[config.mk]
export PLATFORM = sky130hd
export DESIGN_NAME = gws_mul
export DESIGN_NICKNAME = d
export VERILOG_FILES = /design/src/design/gws_pkg.sv /design/src/design/gws_mul.sv
export SDC_FILE = /design/constraint.sdc
export NUM_CORES = 2
export LEC_CHECK = 0
export BUFFER_PORTS_ARGS = -buffer_cell sky130_fd_sc_hd__buf_2
export CAP_MARGIN = 10
export CORE_UTILIZATION = 40
export CTS_BUF_LIST = sky130_fd_sc_hd__clkbuf_4 sky130_fd_sc_hd__clkbuf_8
export DETAILED_ROUTE_END_ITERATION = 8
export HOLD_SLACK_MARGIN = 0.12
export PLACE_DENSITY_LB_ADDON = 0.25
export SETUP_SLACK_MARGIN = 0.2
export SLEW_MARGIN = 20
export SYNTH_ARGS = -nofsm -noshare
export SYNTH_HDL_FRONTEND = slang
export SYNTH_SLANG_ARGS = --single-unit
[constraint.sdc]
create_clock -name clk_i -period 15.25 [get_ports clk_i]
set_input_delay 1.525 -clock clk_i [delete_from_list [all_inputs] [get_ports clk_i]]
set_output_delay 1.525 -clock clk_i [all_outputs]
set_load 0.02 [all_outputs]
[src/design/gws_pkg.sv]
`timescale 1ns / 1ps
// Shared constants, types and neighbor offsets for the gradient stencil.
package gws_pkg;

  localparam int unsigned MaxRows      = 64;
  localparam int unsigned MaxCols      = 64;
  localparam int unsigned MinNeighbors = 3;
  localparam int unsigned RowW         = 6;
  localparam int unsigned ColW         = 6;
  localparam int unsigned AddrW        = RowW + ColW;
  localparam int unsigned Depth        = MaxRows * MaxCols;
  localparam int unsigned DataW        = 32;
  localparam int unsigned CfgW         = 7;
  localparam int unsigned PAddrW       = 3;
  localparam int unsigned RamW         = 4 * DataW + 1;
  localparam int unsigned MulBW        = DataW + 3;
  localparam int unsigned DivBits      = 32;

  localparam logic ActWrite    = 1'b0;
  localparam logic ActCompute  = 1'b1;
  localparam logic CfgGridRows = 1'b0;
  localparam logic CfgGridCols = 1'b1;

  localparam logic signed [1:0] OffNeg  = 2'sb11;
  localparam logic signed [1:0] OffZero = 2'sb00;
  localparam logic signed [1:0] OffPos  = 2'sb01;

  typedef struct packed {
    logic        start;
    logic [63:0] num;
    logic [63:0] den;
  } div_req_t;

  typedef struct packed {
    logic        busy;
    logic        done;
    logic        big;
    logic [30:0] quo;
  } div_rsp_t;

  typedef struct packed {
    logic signed [1:0] di;
    logic signed [1:0] dj;
  } nb_off_t;

  function automatic nb_off_t nb_offset(input logic [2:0] k);
    nb_off_t o;
    unique case (k)
      3'd0: o = '{di: OffNeg,  dj: OffNeg};
      3'd1: o = '{di: OffNeg,  dj: OffZero};
      3'd2: o = '{di: OffNeg,  dj: OffPos};
      3'd3: o = '{di: OffZero, dj: OffNeg};
      3'd4: o = '{di: OffZero, dj: OffPos};
      3'd5: o = '{di: OffPos,  dj: OffNeg};
      3'd6: o = '{di: OffPos,  dj: OffZero};
      default: o = '{di: OffPos, dj: OffPos};
    endcase
    return o;
  endfunction

endpackage

[src/design/gws_mul.sv]
`timescale 1ns / 1ps
// Shared unsigned multiplier, 32 by 35 bits, registered product.
module gws_mul (
  input  logic                      clk_i,
  input  logic [gws_pkg::DataW-1:0] a_i,
  input  logic [gws_pkg::MulBW-1:0] b_i,
  output logic [63:0]               p_o
);
  import gws_pkg::*;

  logic [63:0]      lo;
  logic [MulBW-1:0] hi;
  logic [66:0]      sum;
  logic [63:0]      p_q;

  always_comb begin
    lo  = {32'b0, a_i} * {32'b0, b_i[DataW-1:0]};
    hi  = ({3'b0, a_i} & {MulBW{b_i[DataW]}}) +
          ({2'b0, a_i, 1'b0} & {MulBW{b_i[DataW+1]}}) +
          ({1'b0, a_i, 2'b0} & {MulBW{b_i[DataW+2]}});
    sum = {3'b0, lo} + {hi, 32'b0};
  end

  always_ff @(posedge clk_i) begin
    p_q <= sum[63:0];
  end

  assign p_o = p_q;
endmodule

==> flow_results.xml <==
<?xml version="1.0" encoding="UTF-8"?>
<metrics>
  <group name="logic_synthesis">
    <metric name="synth_area_leader_cell" unit="">fa_1</metric>
    <metric name="warnings_from_yosys" unit="">0</metric>
    <metric name="synth_commonest_cells" unit="">inv_1, fa_1, nand2_1, and2_1, ha_1</metric>
    <metric name="synth-seq-area-share" unit="">0.0338</metric>
    <metric name="postSynth.topFlopCell" unit="">dfxtp_1</metric>
    <metric name="synth-edff-count" unit="">0</metric>
    <metric name="post_synth_and_or_nand_nor_area_fraction" unit="">0.170</metric>
    <metric name="ys_seq_elements" unit="">64</metric>
    <metric name="yosys.cell_types.count" unit="">65</metric>
    <metric name="net_count_of_the_mapped_netlist" unit="">5560</metric>
    <metric name="synth_mux_area_frac" unit="">0</metric>
    <metric name="syn-mean-instance-area" unit="µm²">8.94</metric>
    <metric name="netlist_instances" unit="">4234</metric>
    <metric name="synthXorXnorAreaFrac" unit="">0.0206</metric>
    <metric name="synth_largest_type_area_fraction" unit="">0.506</metric>
    <metric name="synth_top_family_by_area" unit="">adder cells</metric>
    <metric name="synth-compound-area-share" unit="">0.0468</metric>
    <metric name="synth.area.top_cells" unit="">fa_1, inv_1, ha_1</metric>
    <metric name="synthAdderAreaFrac" unit="">0.606</metric>
    <metric name="synth_most_common_cell" unit="">inv_1</metric>
    <metric name="post_synth_instance_area" unit="µm²">37900</metric>
    <metric name="postSynth.asyncResetShare" unit="">0</metric>
  </group>
  <group name="clock_tree">
    <metric name="cts_buffer_depth" unit="">2</metric>
    <metric name="hold_buffers" unit="">0</metric>
    <metric name="clock_tree_from_tritoncts" unit="">done</metric>
    <metric name="clockRootBuffer" unit="">clkbuf_8</metric>
    <metric name="cts_num_sinks" unit="">64</metric>
    <metric name="postCtsSetupRepairBufs" unit="">0</metric>
    <metric name="worst_setup_hold_path_clk_slew" unit="ns">0.10</metric>
    <metric name="cts.htree.levels" unit="">3</metric>
    <metric name="cts_inserted_buffers" unit="">9</metric>
    <metric name="resize_count_post_cts" unit="">0</metric>
  </group>
  <group name="routing">
    <metric name="detailedRoute.firstIterationViolations" unit="">1735</metric>
    <metric name="drtPass1Iterations" unit="">7</metric>
    <metric name="finalWirelength" unit="µm">111000</metric>
    <metric name="remaining_drc_errors" unit="">0</metric>
    <metric name="wire_per_inst" unit="µm">20.4</metric>
    <metric name="ant_nets" unit="">0</metric>
    <metric name="route.detailed.vias_per_inst" unit="">5.04</metric>
    <metric name="route.vias.total" unit="">27518</metric>
  </group>
  <group name="floorplan">
    <metric name="dieArea" unit="µm²">95900</metric>
    <metric name="floorplan.rows" unit="">112</metric>
    <metric name="die_width" unit="µm">310</metric>
    <metric name="floorplan.initialDensity" unit="">0.405</metric>
    <metric name="core-area" unit="µm²">93600</metric>
    <metric name="die-height" unit="µm">310</metric>
    <metric name="count_of_pins_on_the_block_boundary" unit="">132</metric>
  </group>
  <group name="timing">
    <metric name="worst_slew_pin_slew" unit="ns">1.06</metric>
    <metric name="period_share" unit="">0.658</metric>
    <metric name="headroom_to_the_max_slew_limit" unit="">0.297</metric>
    <metric name="report.final.hold_viol_count" unit="">0</metric>
    <metric name="setup_viol" unit="">0</metric>
    <metric name="finalWorstPathRequiredPeriod" unit="ns">10.03</metric>
    <metric name="finalSetupTns" unit="ns">0</metric>
    <metric name="max_slew_vio_count" unit="">0</metric>
    <metric name="rsz_0062_raised_after_global_routing" unit="">no</metric>
    <metric name="upper_clock_frequency_limit" unit="MHz">99.7</metric>
  </group>
  <group name="placed_design">
    <metric name="gp_congestion" unit="">0.872</metric>
    <metric name="dpl.cell_count" unit="">5435</metric>
    <metric name="hpwl" unit="µm">83100</metric>
    <metric name="dpl-instance-area" unit="µm²">39500</metric>
    <metric name="place.port_buffers" unit="">131</metric>
  </group>
  <group name="cells_and_area">
    <metric name="design.final.nets" unit="">5518</metric>
    <metric name="design_area" unit="µm²">39700</metric>
    <metric name="area.growth.synth_to_final" unit="%">4.85</metric>
    <metric name="instances_no_fill" unit="">5455</metric>
    <metric name="largest_register_ff_count" unit="">64</metric>
    <metric name="n_fill_cell" unit="">9511</metric>
    <metric name="drive_gt1_frac" unit="">0.0474</metric>
  </group>
  <group name="grt">
    <metric name="global_route.usage.total" unit="">0.246</metric>
    <metric name="grt_start_max_net_pins" unit="">36</metric>
    <metric name="number_of_global_route_vias_before_repair" unit="">29723</metric>
    <metric name="antenna_violations_before_repair" unit="">9</metric>
    <metric name="global_route_wire_length_before_repair" unit="µm">176000</metric>
    <metric name="grt_remaining_overflow" unit="">0</metric>
  </group>
  <group name="setup_path">
    <metric name="crit_arrival" unit="ns">10.43</metric>
    <metric name="crit_path_max_fanout" unit="">32</metric>
    <metric name="worstPathRequired" unit="ns">15.65</metric>
    <metric name="critical_path_buf_inv_count" unit="">7</metric>
    <metric name="cpPeakStageDelay" unit="ns">0.58</metric>
    <metric name="timing.critical_path.mode_cell" unit="">fa_1</metric>
    <metric name="cp-end-kind" unit="">register</metric>
    <metric name="cp_top_family" unit="">adder cells</metric>
    <metric name="critical_path_class" unit="">in2reg</metric>
    <metric name="worst_path_max_delay_cell" unit="">buf_2</metric>
    <metric name="setup.worst_path.start_class" unit="">input pin</metric>
  </group>
  <group name="run_status">
    <metric name="outcome" unit="">completed</metric>
  </group>
  <group name="hold_path">
    <metric name="timing.hold.worst.class" unit="">in2reg</metric>
  </group>
  <group name="job">
    <metric name="max_cap_viol_count" unit="">0</metric>
  </group>
</metrics>
## logic make-up after synthesis
| group | after synthesis |
|---|---|
| simple gates | 1313 |
| buf+inv | 1241 |
| flops | 64 |
| xor+xnor | 89 |
| compound gates | 269 |
| fa+ha+maj | 1258 |
## layout make-up
class	instances	area [µm²]	area share
inverters	1022	3840	0.0966
well taps	1254	1570	0.0395
repair buffers	166	918	0.0231
clock inverters	6	45.0	0.00113
diodes	5	12.5	0.000315
clock buffers	9	124	0.00312
multi-input cells	2929	31900	0.804
flip-flops and latches	64	1280	0.0323
## through the flow
stage	worst slack [ns]	utilization	hold slack [ns]
finish	5.22	0.424	1.68
global route	4.78	0.424	1.68
CTS	5.38	0.424	1.64
detailed placement	4.84	0.422	1.94
global placement	4.92	0.422	1.94
floorplan	6.07	-	1.65
## layout by cell type, fill, tap and decap left out, types with 7 or more instances in the layout
cell type,Yosys,routed
o21bai_1,22,22
and2_1,527,527
xor2_1,32,32
nor3_1,13,13
nand3_1,15,15
o21a_1,9,9
o21ai_0,25,25
fa_1,958,958
a31oi_1,7,7
nor2_1,52,52
clkbuf_8,0,9
buf_2,0,131
a21oi_1,88,88
xnor2_1,57,57
o21ai_1,12,12
nand4_1,16,16
a21o_1,43,43
a211oi_1,10,10
ha_1,300,300
dfxtp_1,64,64
and3_1,9,9
inv_1,1022,1022
nand2_1,654,654
buf_4,2,35
## worst min-delay path: stages
cell	delay, ns
buf_2	0.09
buf_4	0.26
and2_1	0.21
## per-layer routing
metal	global-route usage	wire (µm)	vias to the layer above
met5	0	0	-
met3	0.0307	6550	139
met1	0.345	49400	14358
met4	0.0691	2860	0
met2	0.398	52300	864
li1	-	-	12157
## path summary, 6_finish.rpt
path	startpoint	endpoint	slack (ns)	depth (start not counted)
min	a_i[0]	p_o[0]	1.68	3
max	b_i[32]	p_o[57]	5.22	29
Power is not shown: default switching activity piles up to over one toggle a cycle in this logic, so the estimate is an artifact.
