File: config.mk
export PLATFORM = sky130hd
export DESIGN_NAME = gws_ram
export DESIGN_NICKNAME = d
export VERILOG_FILES = /design/src/design/gws_ram.sv
export SDC_FILE = /design/constraint.sdc
export NUM_CORES = 1
export LEC_CHECK = 0
export ABC_AREA = 1
export BUFFER_PORTS_ARGS = -buffer_cell sky130_fd_sc_hd__buf_2
export CAP_MARGIN = 40
export CORE_MARGIN = 2
export CORE_UTILIZATION = 48
export DETAILED_ROUTE_END_ITERATION = 8
export PLACE_DENSITY_LB_ADDON = 0.15
export SLEW_MARGIN = 20
export SYNTH_ARGS = -nofsm -noshare
export SYNTH_HDL_FRONTEND = slang
export SYNTH_SLANG_ARGS = --single-unit
File: constraint.sdc
create_clock -name clk_i -period 1.2 [get_ports clk_i]
set_input_delay 0.3 -clock clk_i [delete_from_list [all_inputs] [get_ports clk_i]]
set_output_delay 0.3 -clock clk_i [all_outputs]
set_load 0.01 [all_outputs]
File: src/design/gws_ram.sv
`timescale 1ns / 1ps
// Generic single-write, single-read RAM with registered read data.
module gws_ram #(
  parameter int unsigned Width = 8,
  parameter int unsigned Depth = 16
) (
  input  logic                                      clk_i,
  input  logic                                      we_i,
  input  logic [((Depth > 1) ? $clog2(Depth) : 1)-1:0] waddr_i,
  input  logic [Width-1:0]                          wdata_i,
  input  logic [((Depth > 1) ? $clog2(Depth) : 1)-1:0] raddr_i,
  output logic [Width-1:0]                          rdata_o
);
  logic [Width-1:0] mem_q [Depth];
  logic [Width-1:0] rdata_q;

  always_ff @(posedge clk_i) begin
    if (we_i) begin
      mem_q[waddr_i] <= wdata_i;
    end
    rdata_q <= mem_q[raddr_i];
  end

  assign rdata_o = rdata_q;
endmodule

==> results of run 1 <==
-- routing by layer --
layer  vias up  share of wire, %  GRT usage, %  wire length, um
li1       1875                 -             -                -
met1      1799                45          30.2             5740
met2       117                46          33.6             5900
met3        20               6.7          4.41              856
met4         0               2.1          8.21              274
met5         -                 0             0                0
-- cell families after synthesis --
kind of cell | after synthesis
buf+inv | 126
simple gates | 289
flops | 136
-- cell type report --
cell class	instances	share of cell area, %
clock buffer	19	6.43
clock inverter	13	2.58
inverter	102	5.56
multi-input combinational	289	17.7
tap	147	2.67
sequential	136	58.2
timing repair buffer	53	6.78
-- worst paths after layout --
path	depth (start not counted)	end	slack [ns]	start
worst max-delay path	1	rdata_o[4]	0.03	rdata_o[4]
worst min-delay path	1	mem_q[10][5]	0.31	wdata_i[5]
worst max register to register	6	rdata_o[6]	0.19	mem_q[6][6]
worst min register to register	6	rdata_o[6]	0.68	mem_q[8][6]
-- stage by stage --
step | total power, uW | TNS (ns) | std cells
after floorplan | 5830 | -4.12 | 551
after global placement | 6150 | -8.05 | 727
after detailed placement | 6160 | -10.50 | 727
after CTS | 11500 | 0 | 759
after global routing | 11800 | 0 | 759
final | 11400 | 0 | 759
-- registers in the layout (all words and copies together) (netlist names) --
register and count:
mem_q 128, rdata_o 8
-- report_power, final --
| part | leakage (uW) | switching, uW | internal, uW |
|---|---|---|---|
| clock network | 0.000302 | 1850 | 3510 |
| logic | 0.00148 | 475 | 250 |
| registers | 0.00122 | 38.0 | 5320 |
| total | 0.00301 | 2370 | 9080 |
-- timing repair --
| action | CTS | global route |
|---|---|---|
| resized for setup | 5 | 2 |
| hold endpoints to repair | 0 | 0 |
| pin swaps | 0 | 0 |
| setup endpoints to repair | 4 | 2 |
| setup buffers | 0 | 0 |
-- cell usage in the layout, fill, tap and decap left out, drive strengths merged --
cell type,count
buf,53
nor2,17
inv,102
nand2,173
nand3b,2
dfxtp,8
clkinvlp,2
nand3,97
clkbuf,19
bufinv,4
edfxtp,128
clkinv,7
==> flow_summary.json, run 1 <==
{
  "antenna_cells": 0,
  "ys_seq_elements": 136,
  "synth_nets": 569,
  "required_ns": 0.90,
  "post_dp_cell_area_sq_um": 6240,
  "grt_max_degree": 37,
  "h-tree-depth": 4,
  "die_h_um": 114,
  "yosys.area.top_type": "edfxtp_1",
  "drive_gt1_share_pct": 15.2,
  "multi_input_comb_area_sq_um": 1220,
  "fp.dieW_um": 114,
  "crit_type": "flop to primary output",
  "yosys-top-cells-area": "edfxtp_1 67%, nand2_1 11%, nand3_1 8.4%",
  "num-fill-cells": 992,
  "regArea_sq_um": 4010,
  "avgSynthCellArea_sq_um": 10.5,
  "cp_top_family": "flip-flops",
  "async_reset_ff_share_pct": 0,
  "clkTransAtPathRegs_ns": 0.05,
  "setup_viol": 0,
  "rows": 40,
  "rsz0062_at_grt": "no",
  "synth_fa_ha_area_share_pct": 0,
  "max-clock-path-buffers": 2,
  "cap_violations": 0,
  "synthDistinctLibCells": 12,
  "cts-buffers-inserted": 17,
  "slew_violations": 0,
  "drc": 0,
  "crit_path_end_kind": "primary output",
  "synth-compound-area-share_pct": 0,
  "max_stage_delay_ns": 0.34,
  "cp_data_arrival_time_ns": 0.87,
  "yosys_warnings": 0,
  "routed-via-count": 3811,
  "slowest_stage": "dfxtp_2",
  "hold_slack_ns": 0.309,
  "cts_tree": "yes",
  "status": "completed",
  "finalNetCount": 617,
  "drt_pass1_iterations": 5,
  "period_share_pct": 97.3,
  "yosys.area.top_type_share_pct": 66.7,
  "cts_sinks": 136,
  "synth_simple_gate_area_share_pct": 21.0,
  "fin_area_sq_um": 6880,
  "drt-initial-drc-count": 266,
  "path_cells": "buf_2",
  "syn-cell-area_sq_um": 5770,
  "synth-main-ff-cell": "edfxtp_1",
  "drt_wl_total_mm": 12.8,
  "avgRoutedWirePerCell_um": 16.8,
  "synthTopCellsByCount": "173 x nand2_1, 128 x edfxtp_1, 100 x inv_1",
  "ys_seq_area_share_pct": 69.4,
  "yosys.cell_count.top_type": "nand2_1",
  "cts_hold_buf": 0,
  "vias_per_cell": 5.02,
  "holdCritPathClass": "primary input to flop",
  "syn2layout_area_growth_pct": 19.4,
  "peakVddDrop_uv": 926,
  "max_clock_freq_ghz": 0.856,
  "finalHoldViolations": 0,
  "ios": 26,
  "min_period_ns": 1.17,
  "synth_xor_area_share_pct": 0,
  "power.density_nw_per_um2": 1660,
  "place_hpwl_mm": 8.01,
  "clockRootBuffer": "clkbuf_16",
  "synth_mux_area_share_pct": 0,
  "p_leak_uw": 0.00301,
  "grt_pass1_wl_mm": 20.5,
  "path_max_fanout": 1,
  "fin_ws_ns": 0.0321,
  "antenna_found_initial": 0,
  "startpoint_type": "flop",
  "skew_ns": 0.00780,
  "syn-instance-count": 551,
  "fin_util_pct": 58.0,
  "grt_pass1_vias": 3743,
  "core-area_sq_um": 11900,
  "initial_utilization_pct": 48.6,
  "synth_top_family_by_area": "simple AND/OR/NAND/NOR gates",
  "dieArea_sq_um": 12900,
  "worst-path-buf-inv": 1,
  "relSlewSlack_pct": 74.6,
  "tightestPinTransition_ns": 0.382,
  "dp_worst_setup_slack_ns": -0.233,
  "io_buffers": 25,
  "insertion_delay_ns": 0.41,
  "synth-edff-count": 128,
  "grt.overflow.total": 0,
  "antenna_left": 0,
  "grt_use_total_pct": 21.5,
  "globalplace.congestion": 0.801
}
No activity file was read; power rests on OpenSTA's default activity.
==> inputs of run 2 (changes only) <==
- REMOVE_ABC_BUFFERS: default -> 1
==> flow_summary.json, run 2 (synthesized netlist as in run 1, its figures left out) <==
{
  "fin_util_pct": 57.3,
  "max_clock_freq_ghz": 0.860,
  "cp_data_arrival_time_ns": 0.86,
  "antenna_left": 0,
  "swShare_pct": 22.1,
  "place_hpwl_mm": 7.98,
  "core-area_sq_um": 11900,
  "drt_wl_total_mm": 12.3,
  "largest_register": "mem_q",
  "grt_max_degree": 63,
  "cts_sinks": 136,
  "met1_usage_pct": 29.1,
  "p_int_uw": 8600,
  "slew_violations": 0,
  "min_period_ns": 1.16,
  "initial_utilization_pct": 48.6,
  "fin_cells": 764,
  "finalHoldViolations": 0,
  "globalplace.congestion": 0.788,
  "met2_usage_pct": 33.5,
  "tightestPinTransition_ns": 0.328,
  "h-tree-depth": 4,
  "path_max_fanout": 1,
  "cap_violations": 0,
  "avgRoutedWirePerCell_um": 16.2,
  "cp_top_family": "flip-flops",
  "io_buffers": 25,
  "grt_pass1_wl_mm": 20.1,
  "grt-busiest-layer": "met2",
  "syn2layout_area_growth_pct": 17.9,
  "peakVddDrop_uv": 957,
  "max_stage_delay_ns": 0.33,
  "holdCritPathClass": "primary input to flop",
  "max-clock-path-buffers": 2,
  "die_h_um": 114,
  "num-fill-cells": 1010,
  "required_ns": 0.90,
  "crit_path_end_kind": "primary output",
  "fp.dieW_um": 114,
  "antenna_found_initial": 0,
  "worst-path-buf-inv": 1,
  "power.switching_uw": 2450,
  "drt-initial-drc-count": 307,
  "rsz0062_at_grt": "no",
  "status": "completed",
  "routed-via-count": 3766,
  "drc": 0,
  "ios": 26,
  "dp_cells": 732,
  "skew_ns": 0.00681,
  "final_common_cell": "nand2_1",
  "path_cells": "buf_2",
  "power.density_nw_per_um2": 1620,
  "largest_reg_flops": 128,
  "hold_slack_ns": 0.300,
  "clkTransAtPathRegs_ns": 0.06,
  "period_share_pct": 96.9,
  "seqPwrFrac_pct": 48.3,
  "slowest_stage": "dfxtp_2",
  "min-delay-start": "wdata_i[1]",
  "cp-startpoint": "rdata_o[7]",
  "rows": 40,
  "clockRootBuffer": "clkbuf_16",
  "p_leak_uw": 0.00299,
  "dieArea_sq_um": 12900,
  "post_dp_cell_area_sq_um": 6220,
  "drive_gt1_share_pct": 14.9,
  "antenna_cells": 0,
  "power_frac_comb_pct": 6.1,
  "fin_area_sq_um": 6800,
  "crit_type": "flop to primary output",
  "cts_tree": "yes",
  "drt_pass1_iterations": 5,
  "relSlewSlack_pct": 78.1,
  "p_clk_share_pct": 45.5,
  "r2r_start": "mem_q[11][4]",
  "vias_per_cell": 4.93,
  "insertion_delay_ns": 0.41,
  "setup_viol": 0,
  "grt.overflow.total": 0,
  "grt_use_total_pct": 20.9,
  "finalNetCount": 622,
  "final_cell_mix": "173 x nand2_1, 128 x edfxtp_1, 100 x inv_1",
  "startpoint_type": "flop",
  "tns_ns": 0,
  "cts-buffers-inserted": 17,
  "grt_pass1_vias": 3672,
  "use_met3_pct": 4.52
}
-- run 2: final timing paths --
kind / endpoint / slack (ns) / depth (start not counted)
worst max-delay path: rdata_o[7] / 0.04 / 1
worst min-delay path: mem_q[7][1] / 0.30 / 1
worst max register to register: rdata_o[4] / 0.17 / 6
worst min register to register: rdata_o[7] / 0.67 / 6
-- run 2: metrics by stage --
step           worst slack, ns  total power (uW)
6_report                0.0375             11000
5_1_grt                0.00620             11400
4_1_cts                 0.0223             11100
3_5_place_dp            -0.186              6120
3_3_place_gp            -0.150              6110
2_1_floorplan          -0.0805              5740
-- run 2: timing repair --
| action | CTS | global route |
|---|---|---|
| gates resized for setup | 1 | 0 |
| buffers inserted | 0 | 0 |
| setup endpoints to repair | 1 | 0 |
| hold buffers | 0 | 0 |
-- run 2: final cells by class --
cell class              instances  area (sq um)  share of cell area (%)
clock buffers                  18           429                    6.31
well taps                     147           184                    2.70
flip-flops and latches        136          4010                    58.9
clock inverters                14           150                    2.21
inverters                     102           383                    5.63
repair buffers                 58           435                    6.40
multi-input cells             289          1210                    17.8
-- run 2: worst register-to-register path: stages (launching register included) --
cell and delay, ns:
edfxtp_1 0.36, inv_1 0.07, nand2_1 0.05, nand3_1 0.09
nand3_1 0.11, nand3_1 0.13, nand2_1 0.09
-- run 2: power groups by stage --
stage	sequential, uW	clock, uW	combinational [uW]
detailed placement	5440	0	684
finish	5340	5030	678
global placement	5440	0	674
global route	5350	5310	765
CTS	5340	5080	689
floorplan	5450	0	287
-- run 2: routing by layer --
layer,routed length (um),share of wire (%),vias to the layer above
met4,170,1.4,0
met3,523,4.2,14
met2,6040,49,83
met1,5600,45,1792
met5,0,0,-
li1,-,-,1877
