`config.mk`:
```
export PLATFORM = sky130hd
export DESIGN_NAME = gws_div
export DESIGN_NICKNAME = d
export VERILOG_FILES = /design/src/design/gws_pkg.sv /design/src/design/gws_div.sv
export SDC_FILE = /design/constraint.sdc
export NUM_CORES = 1
export LEC_CHECK = 0
export BUFFER_PORTS_ARGS = -buffer_cell sky130_fd_sc_hd__buf_2
export CAP_MARGIN = 20
export CORE_AREA = 2 2 247 127
export CTS_CLUSTER_DIAMETER = 120
export DETAILED_ROUTE_END_ITERATION = 16
export DIE_AREA = 0 0 249 129
export GPL_TIMING_DRIVEN = 0
export PLACE_DENSITY = 0.72
export SETUP_SLACK_MARGIN = 0.02
export SKIP_LAST_GASP = 1
export SLEW_MARGIN = 5
export SYNTH_ARGS = -nofsm -noshare
export SYNTH_HDL_FRONTEND = slang
export SYNTH_SLANG_ARGS = --single-unit
```
`constraint.sdc`:
```
create_clock -name clk_i -period 9.93 [get_ports clk_i]
set_clock_uncertainty 0.15 [all_clocks]
set_input_delay 1.986 -clock clk_i [delete_from_list [all_inputs] [get_ports clk_i]]
set_output_delay 1.986 -clock clk_i [all_outputs]
set_load 0.01 [all_outputs]
```
`src/design/gws_pkg.sv`:
```
`timescale 1ns / 1ps
// Shared constants, types and neighbor offsets for the gradient stencil.
package gws_pkg;

  localparam int unsigned MaxRows      = 64;
  localparam int unsigned MaxCols      = 64;
  localparam int unsigned MinNeighbors = 3;
  localparam int unsigned RowW         = 6;
  localparam int unsigned ColW         = 6;
  localparam int unsigned AddrW        = RowW + ColW;
  localparam int unsigned Depth        = MaxRows * MaxCols;
  localparam int unsigned DataW        = 32;
  localparam int unsigned CfgW         = 7;
  localparam int unsigned PAddrW       = 3;
  localparam int unsigned RamW         = 4 * DataW + 1;
  localparam int unsigned MulBW        = DataW + 3;
  localparam int unsigned DivBits      = 32;

  localparam logic ActWrite    = 1'b0;
  localparam logic ActCompute  = 1'b1;
  localparam logic CfgGridRows = 1'b0;
  localparam logic CfgGridCols = 1'b1;

  localparam logic signed [1:0] OffNeg  = 2'sb11;
  localparam logic signed [1:0] OffZero = 2'sb00;
  localparam logic signed [1:0] OffPos  = 2'sb01;

  typedef struct packed {
    logic        start;
    logic [63:0] num;
    logic [63:0] den;
  } div_req_t;

  typedef struct packed {
    logic        busy;
    logic        done;
    logic        big;
    logic [30:0] quo;
  } div_rsp_t;

  typedef struct packed {
    logic signed [1:0] di;
    logic signed [1:0] dj;
  } nb_off_t;

  function automatic nb_off_t nb_offset(input logic [2:0] k);
    nb_off_t o;
    unique case (k)
      3'd0: o = '{di: OffNeg,  dj: OffNeg};
      3'd1: o = '{di: OffNeg,  dj: OffZero};
      3'd2: o = '{di: OffNeg,  dj: OffPos};
      3'd3: o = '{di: OffZero, dj: OffNeg};
      3'd4: o = '{di: OffZero, dj: OffPos};
      3'd5: o = '{di: OffPos,  dj: OffNeg};
      3'd6: o = '{di: OffPos,  dj: OffZero};
      default: o = '{di: OffPos, dj: OffPos};
    endcase
    return o;
  endfunction

endpackage

```
`src/design/gws_div.sv`:
```
`timescale 1ns / 1ps
// Restoring divider, one quotient bit a cycle, for floor(num * 2^16 / den).
module gws_div (
  input  logic              clk_i,
  input  logic              rst_ni,
  input  gws_pkg::div_req_t req_i,
  output gws_pkg::div_rsp_t rsp_o
);
  import gws_pkg::*;

  localparam int unsigned CntW = $clog2(DivBits + 1);

  logic            busy_q, busy_d;
  logic            done_q, done_d;
  logic [CntW-1:0] cnt_q, cnt_d;
  logic [63:0]     rem_q;
  logic [31:0]     low_q;
  logic [31:0]     quo_q;
  logic [63:0]     den_q;
  logic            ovf_q;
  logic [64:0]     trial;
  logic [64:0]     diff;
  logic            ge;

  always_comb begin
    trial = {rem_q, low_q[31]};
    ge    = trial >= {1'b0, den_q};
    diff  = trial - {1'b0, den_q};
  end

  always_comb begin
    busy_d = busy_q;
    done_d = 1'b0;
    cnt_d  = cnt_q;
    if (req_i.start) begin
      busy_d = 1'b1;
      cnt_d  = CntW'(DivBits);
    end else if (busy_q) begin
      cnt_d = cnt_q - CntW'(1);
      if (cnt_q == CntW'(1)) begin
        busy_d = 1'b0;
        done_d = 1'b1;
      end
    end
  end

  always_ff @(posedge clk_i or negedge rst_ni) begin
    if (!rst_ni) begin
      busy_q <= 1'b0;
      done_q <= 1'b0;
      cnt_q  <= '0;
    end else begin
      busy_q <= busy_d;
      done_q <= done_d;
      cnt_q  <= cnt_d;
    end
  end

  always_ff @(posedge clk_i) begin
    if (req_i.start) begin
      rem_q <= {16'b0, req_i.num[63:16]};
      low_q <= {req_i.num[15:0], 16'b0};
      quo_q <= '0;
      den_q <= req_i.den;
      ovf_q <= {16'b0, req_i.num[63:16]} >= req_i.den;
    end else if (busy_q) begin
      rem_q <= ge ? diff[63:0] : trial[63:0];
      low_q <= {low_q[30:0], 1'b0};
      quo_q <= {quo_q[30:0], ge};
    end
  end

  assign rsp_o.busy = busy_q;
  assign rsp_o.done = done_q;
  assign rsp_o.big  = ovf_q | quo_q[31];
  assign rsp_o.quo  = quo_q[30:0];
endmodule
```
==> results_dict.tcl, run 1 <==
set metrics [dict create \
    status "complete, no violations" \
    firstDrtPassIters 5 \
    nets 1856 \
    swShare 0.427 \
    antenna_found_initial 0 \
    finalHoldViolations 0 \
    final_max_slew_viol_count 0 \
    n_antenna_cell 0 \
    seqCellArea_sq_um 5030 \
    place_area_sq_um 14400 \
    maxCapViolCount 0 \
    netSwitchingPower_mw 1.46 \
    cts_htree_levels 4 \
    slew_headroom 0.398 \
    gr-usage-all-layers 0.252 \
    clockRootBuffer "clkbuf_16" \
    worstPathArrival_ps 5010 \
    p_seq_frac 0.314 \
    ff2ff_path_depth 11 \
    worst_pin_slew_ps 893 \
    netlist_area_sq_um 13100 \
    ys.flop_type "edfxtp_1" \
    synthDistinctLibCells 70 \
    min_period_ps 5010 \
    cts.clk_slew.worst_paths_ps 70 \
    setup_viol 0 \
    yosysSeqAreaShare 0.385 \
    vias_per_cell 5.61 \
    design_area_sq_um 15000 \
    post_cts_resized 0 \
    crit_type "input port to register" \
    holdPathEnd "rem_q[52]" \
    p_int_mw 1.96 \
    syn_area_per_cell_sq_um 9.17 \
    grt_pass1_vias 10713 \
    critPathSlowestCell "a2111o_1" \
    worst_ep_required_time_ps 9940 \
    core_area_sq_um 29900 \
    cts.path.max_buffers 2 \
    postCtsSetupRepairBufs 0 \
    holdPathStages 2 \
    synth_warnings 0 \
    synth_edf_count 129 \
    cpPeakStageDelay_ps 520 \
    multi_input_area_sq_um 6950 \
    ys_async_sr_fraction 0.0432 \
    power_frac_comb 0.490 \
    cp-end-kind "register" \
    worst_r2r_startpoint "rem_q[10]" \
    grt_pass1_wl_mm 61.6 \
    min_from "rem_q[51]" \
    num_vias 11337 \
    peakVddDrop_v 0.000132 \
    dp_hpwl_mm 31.5 \
    grt_max_degree 49 \
    fin_util 0.502 \
    fill_cells 2817 \
    cp_max_fo 2 \
    start_util 0.437 \
    drt-wirelength-per-cell_microns 19.7 \
    cts_tree "yes" \
    drc 0 \
    grt-ovfl-total 0 \
    areaGrowthSynthToFinish_pct 14.9 \
    dp.cells 1989 \
    rr_endpoint "rem_q[3]" \
    die_h_microns 129 \
    ys_ff_latch 185 \
    min_period_over_period 0.504 \
    clock_latency_ps 460 \
    synthCells 1424 \
    drt_iter0_markers 1163 \
    cts-hold-fix-buffers 0 \
    max_freq_mhz 200 \
    r2r_setup_slack_ps 5400 \
    cts_buffers 17 \
    fp-row-count 45 \
    gp_congestion 1.02 \
    clock_sinks 185 \
    design.die.area_sq_um 32100 \
    portBuffers 164 \
    setup.worst_path.start_class "input port" \
    p_per_area_nw_per_um2 228 \
    pwr-share-clk 0.197 \
    final_layout_size_suffix_gt1_frac 0.199 \
    wirelength_mm 39.8 \
    leakage_nw 7.00 \
    synth_fp_nets 1670 \
    p_total_mw 3.42 \
    fin_cells 2022 \
    fin_setup_tns_ps 0 \
    rsz0062_at_grt "false" \
    hold_path.class "register to register" \
    dieWidth_microns 249 \
    ant_nets 0 \
    ios 165 \
    crit_path_cell_trace "buf_2 -> inv_1 -> ha_1 -> a21o_1 -> a21o_1 -> a21oi_1 -> and3b_1 -> o21ai_0 -> a2111o_1 -> o211a_1 -> o21ai_0 -> a31oi_1" \
]
final cells by class:
class                      count  share of cell area
buffer                       100              0.0365
clock buffer                  19              0.0295
clock inverter                13             0.00734
inverter                     141              0.0354
multi-input combinational    998               0.463
sequential                   185               0.336
tap                          399              0.0333
timing repair buffer         167              0.0594
cell usage in the layout, fill, tap and decap left out, types with 5 or more instances in the layout:
cell / count
o21a_1: 10
mux2_2: 58
nor2_1: 134
clkbuf_16: 17
clkbuf_1: 47
a311oi_1: 7
mux2i_1: 35
xor2_1: 20
o31ai_1: 6
o21ai_0: 66
dfxtp_1: 48
a31oi_1: 11
nand2b_1: 8
or3_1: 12
a21oi_1: 152
o211ai_1: 5
and2_1: 9
nor3_1: 17
xnor2_1: 37
or2_2: 5
dfrtp_1: 8
a211oi_1: 18
nand3_1: 15
nor4_1: 9
o21bai_1: 15
buf_2: 174
nand4_1: 33
buf_4: 39
a21o_1: 41
nand2_1: 92
edfxtp_1: 129
inv_1: 139
ha_1: 114
a21boi_0: 5
nor2b_1: 10
and3_1: 7
cells in the mapped netlist, types with 4 or more instances:
master	count	area [sq um]
a21oi_1	152	761
inv_1	140	526
nor2_1	134	503
edfxtp_1	129	3870
ha_1	114	1430
nand2_1	92	345
o21ai_0	66	330
mux2_2	58	653
dfxtp_1	48	961
clkbuf_1	46	173
a21o_1	41	308
buf_4	38	285
xnor2_1	37	324
mux2i_1	35	350
nand4_1	33	206
xor2_1	20	175
a211oi_1	18	135
nor3_1	17	85.1
nand3_1	15	75.1
o21bai_1	15	113
or3_1	12	75.1
a31oi_1	11	68.8
buf_2	11	55.1
nor2b_1	10	62.6
o21a_1	10	75.1
and2_1	9	56.3
nor4_1	9	56.3
dfrtp_1	8	200
nand2b_1	8	50.1
a311oi_1	7	61.3
and3_1	7	43.8
o31ai_1	6	45.0
a21boi_0	5	37.5
o211ai_1	5	37.5
or2_2	5	31.3
a211o_1	4	35.0
and4_1	4	35.0
o21ai_1	4	20.0
critical path, delay by kind of cell:
kind	cells	cell delay, ps
AO/OA/AOI/OAI	8	2370
buffers and inverters	2	130
adder cells (fa/ha/maj)	1	300
AND/OR/NAND/NOR	1	210
sequential cells by signal, indices dropped and copies added (netlist names):
name,cells
busy_q,1
cnt_q,6
den_q,64
done_q,1
low_q,16
ovf_q,1
quo_q,32
rem_q,64
logic make-up (layout without fill, tap and decap cells):
logic type / count (synthesis) / in the layout / share of synthesized area
AOI/OAI and AO/OA: 372 / 372 / 0.177
adders and majority gates: 115 / 115 / 0.111
buffers and inverters: 241 / 440 / 0.0825
muxes: 93 / 93 / 0.0768
and+or+nand+nor: 361 / 361 / 0.129
DFF: 185 / 185 / 0.385
xor gates and xnor gates: 57 / 57 / 0.0382
per-layer routing:
metal  GRT usage  part of all wire
met4      0.0617             0.015
met1       0.397              0.52
met5           0                 0
met3      0.0597             0.092
met2       0.338              0.37
power by group through the flow:
stage                     registers (mW)  logic [mW]  clock network [mW]
after floorplan                     1.06        1.20                   0
after global placement              1.08        1.58                   0
after CTS                           1.07        1.63               0.686
final                               1.07        1.68               0.673
after global routing                1.09        1.84               0.716
after detailed placement            1.09        1.62                   0
worst max-delay path by stage:
stage | startpoint | end
after floorplan | req_i[128] | low_q[16]
after global placement | req_i[128] | rem_q[37]
after detailed placement | req_i[80] | ovf_q
after CTS | req_i[80] | ovf_q
after global routing | req_i[80] | ovf_q
final | req_i[13] | ovf_q
through the flow:
step	setup WS, ps	hold WS, ps
floorplan	5530	302
global placement	2620	338
detailed placement	4610	349
CTS	5090	355
global route	4890	380
finish	4920	357
No activity file was read; power rests on OpenSTA's default activity.
==> run 2: changes to the inputs <==
ABC_AREA = 1   (was default)
CORE_AREA = 2 2 256 132   (was 2 2 247 127)
DIE_AREA = 0 0 258 134   (was 0 0 249 129)
PLACE_DENSITY = 0.74   (was 0.72)
clock period = 4.4 ns   (was 9.93 ns; I/O delays follow)
==> run 2 against run 1 <==
  * Final cell count rose by 29%
  * Synthesized area is 7.5% higher
  * Combinational power rose to 3.5 times the previous value
  * Count of clock-buffer cells in the layout down 2
  * Critical endpoint is now rem_q[37]
  * Largest power group unchanged
==> results_dict.tcl, run 2 <==
set metrics [dict create \
    ys_async_sr_fraction 0.0432 \
    final_max_slew_viol_count 0 \
    dp.cells 2581 \
    synth_edf_count 129 \
    nets 2405 \
    synthDistinctLibCells 42 \
    vias_per_cell 5.32 \
    synth.most_common_cell "nand2_1" \
    ios 165 \
    status "complete, no violations" \
    drt_iter0_markers 1559 \
    synth_common_cells "540 x nand2_1, 350 x inv_1, 169 x nor2_1" \
    grt-ovfl-total 0 \
    layout_common_cells "540 x nand2_1, 350 x inv_1, 171 x buf_2" \
    fin_cells 2613 \
    ys.flop_type "edfxtp_1" \
    fin_setup_tns_ps 0 \
    wirelength_mm 52.3 \
    clock_latency_ps 480 \
    worst_pin_slew_ps 1000 \
    crit_type "register to register" \
    fp-row-count 47 \
    min_period_ps 3820 \
    setup_viol 0 \
    max_freq_mhz 262 \
    n_antenna_cell 0 \
    post_cts_resized 0 \
    gp_congestion 0.994 \
    cts.path.max_buffers 2 \
    drt-wirelength-per-cell_microns 20.0 \
    ant_nets 0 \
    rsz0062_at_grt "false" \
    die_h_microns 134 \
    synthCells 1974 \
    dp_hpwl_mm 43.9 \
    p_total_mw 10.0 \
    slew_headroom 0.330 \
    leakage_nw 8.04 \
    cp-end-kind "register" \
    final_common_cell "nand2_1" \
    design.die.area_sq_um 34600 \
    design_area_sq_um 16100 \
    timing.hold.ws_ps 74.8 \
    synth_fp_nets 2220 \
    synth_warnings 0 \
    portBuffers 164 \
    fill_cells 3242 \
    netlist_area_sq_um 14000 \
    num_vias 13910 \
    cts_buffers 17 \
    cp_max_fo 10 \
    dieWidth_microns 258 \
    clockRootBuffer "clkbuf_16" \
    drc 0 \
    syn_area_per_cell_sq_um 7.11 \
    areaGrowthSynthToFinish_pct 14.7 \
    hold_path.class "input port to asynchronous set/reset pin" \
    setup.worst_path.start_class "register" \
    cts_tree "yes" \
    core_area_sq_um 32400 \
    gr-usage-all-layers 0.305 \
    grt_max_degree 53 \
    yosysTopAreaCellShare 0.276 \
    grt_pass1_wl_mm 77.6 \
    final_layout_size_suffix_gt1_frac 0.123 \
    start_util 0.433 \
    cts-hold-fix-buffers 0 \
    p_per_area_nw_per_um2 621 \
    ys_ff_latch 185 \
    place_area_sq_um 15500 \
    postCtsSetupRepairBufs 0 \
    yosysTopAreaCell "edfxtp_1" \
    grt_pass1_vias 12837 \
    maxCapViolCount 0 \
    peakVddDrop_v 0.000260 \
    finalHoldViolations 0 \
    cts.clk_slew.worst_paths_ps 90 \
    r2r_setup_slack_ps 580 \
    yosysSeqAreaShare 0.359 \
    synthTopCellsByArea "edfxtp_1 28%, nand2_1 14%, ha_1 10%" \
    antenna_found_initial 1 \
    ff2ff_path_depth 15 \
    firstDrtPassIters 8 \
    reg.largest.list "den_q: 64 flops, rem_q: 64 flops, quo_q: 32 flops" \
    worstPathArrival_ps 3890 \
    cts_htree_levels 4 \
    clock_sinks 185 \
    worst_ep_required_time_ps 4480 \
    min_period_over_period 0.867 \
]
run 2: cell count changes in the layout (fill, tap and decap cells not counted), moves of 38 or more:
cell,previous run,this run
inv_1,139,350
mux2_2,58,0
nand2_1,92,540
nand3_1,15,139
nand3b_1,0,38
run 2: final cells by class:
| class | count | area [sq um] | share of cell area |
|---|---|---|---|
| clock inverter | 15 | 206 | 0.0128 |
| clock buffer | 17 | 425 | 0.0264 |
| inverter | 352 | 1320 | 0.0821 |
| buffer | 72 | 458 | 0.0284 |
| multi-input combinational | 1365 | 7230 | 0.449 |
| timing repair buffer | 166 | 871 | 0.0541 |
| sequential | 185 | 5030 | 0.313 |
| tap | 441 | 552 | 0.0343 |
run 2: kinds of logic (layout without fill, tap and decap cells):
group	count (synthesis)	count (layout)	share of synthesized area
adders and majority gates	115	115	0.103
xor gates and xnor gates	32	32	0.0200
buffers and inverters	424	622	0.126
DFF	185	185	0.359
AOI/OAI and AO/OA	275	275	0.107
and+or+nand+nor	943	943	0.285
run 2: final timing paths:
kind,startpoint,endpoint
min in group clk_i,quo_q[31],quo_q[31]
hold reg to reg,quo_q[31],quo_q[31]
setup / recovery,rem_q[44],rem_q[37]
setup reg to reg,rem_q[44],rem_q[37]
hold / removal,rst_ni,cnt_q[5]
max in group asynchronous,rst_ni,cnt_q[1]
run 2: power breakdown:
part	leakage, nW	internal [mW]	switching [mW]
combinational	5.92	1.83	4.00
sequential	1.82	2.29	0.216
clock	0.304	0.791	0.877
run 2: metal layers:
metal	vias to the layer above	share of wire	track usage
met1	6517	0.51	0.490
li1	6729	-	-
met2	635	0.37	0.399
met4	0	0.0093	0.0498
met5	-	0	0
met3	29	0.11	0.0822
run 2: metrics by stage:
step	utilization	worst slack [ps]
after floorplan	-	523
after global routing	0.497	456
final	0.497	583
after global placement	0.476	-2650
after detailed placement	0.477	244
after CTS	0.497	704
run 2: worst max-delay path, stage by stage (launching register included):
cell and delay, ps:
edfxtp_1 420, ha_1 560, nand2_1 160, nor2_1 160, inv_1 80, nor2_2 190, nand2_1 120, nor2_2 130
nand4_1 300, nand2_1 220, nor2_4 130, nand2_4 140, buf_4 240, nand3_1 340, nand3_1 180, nand2_1 60
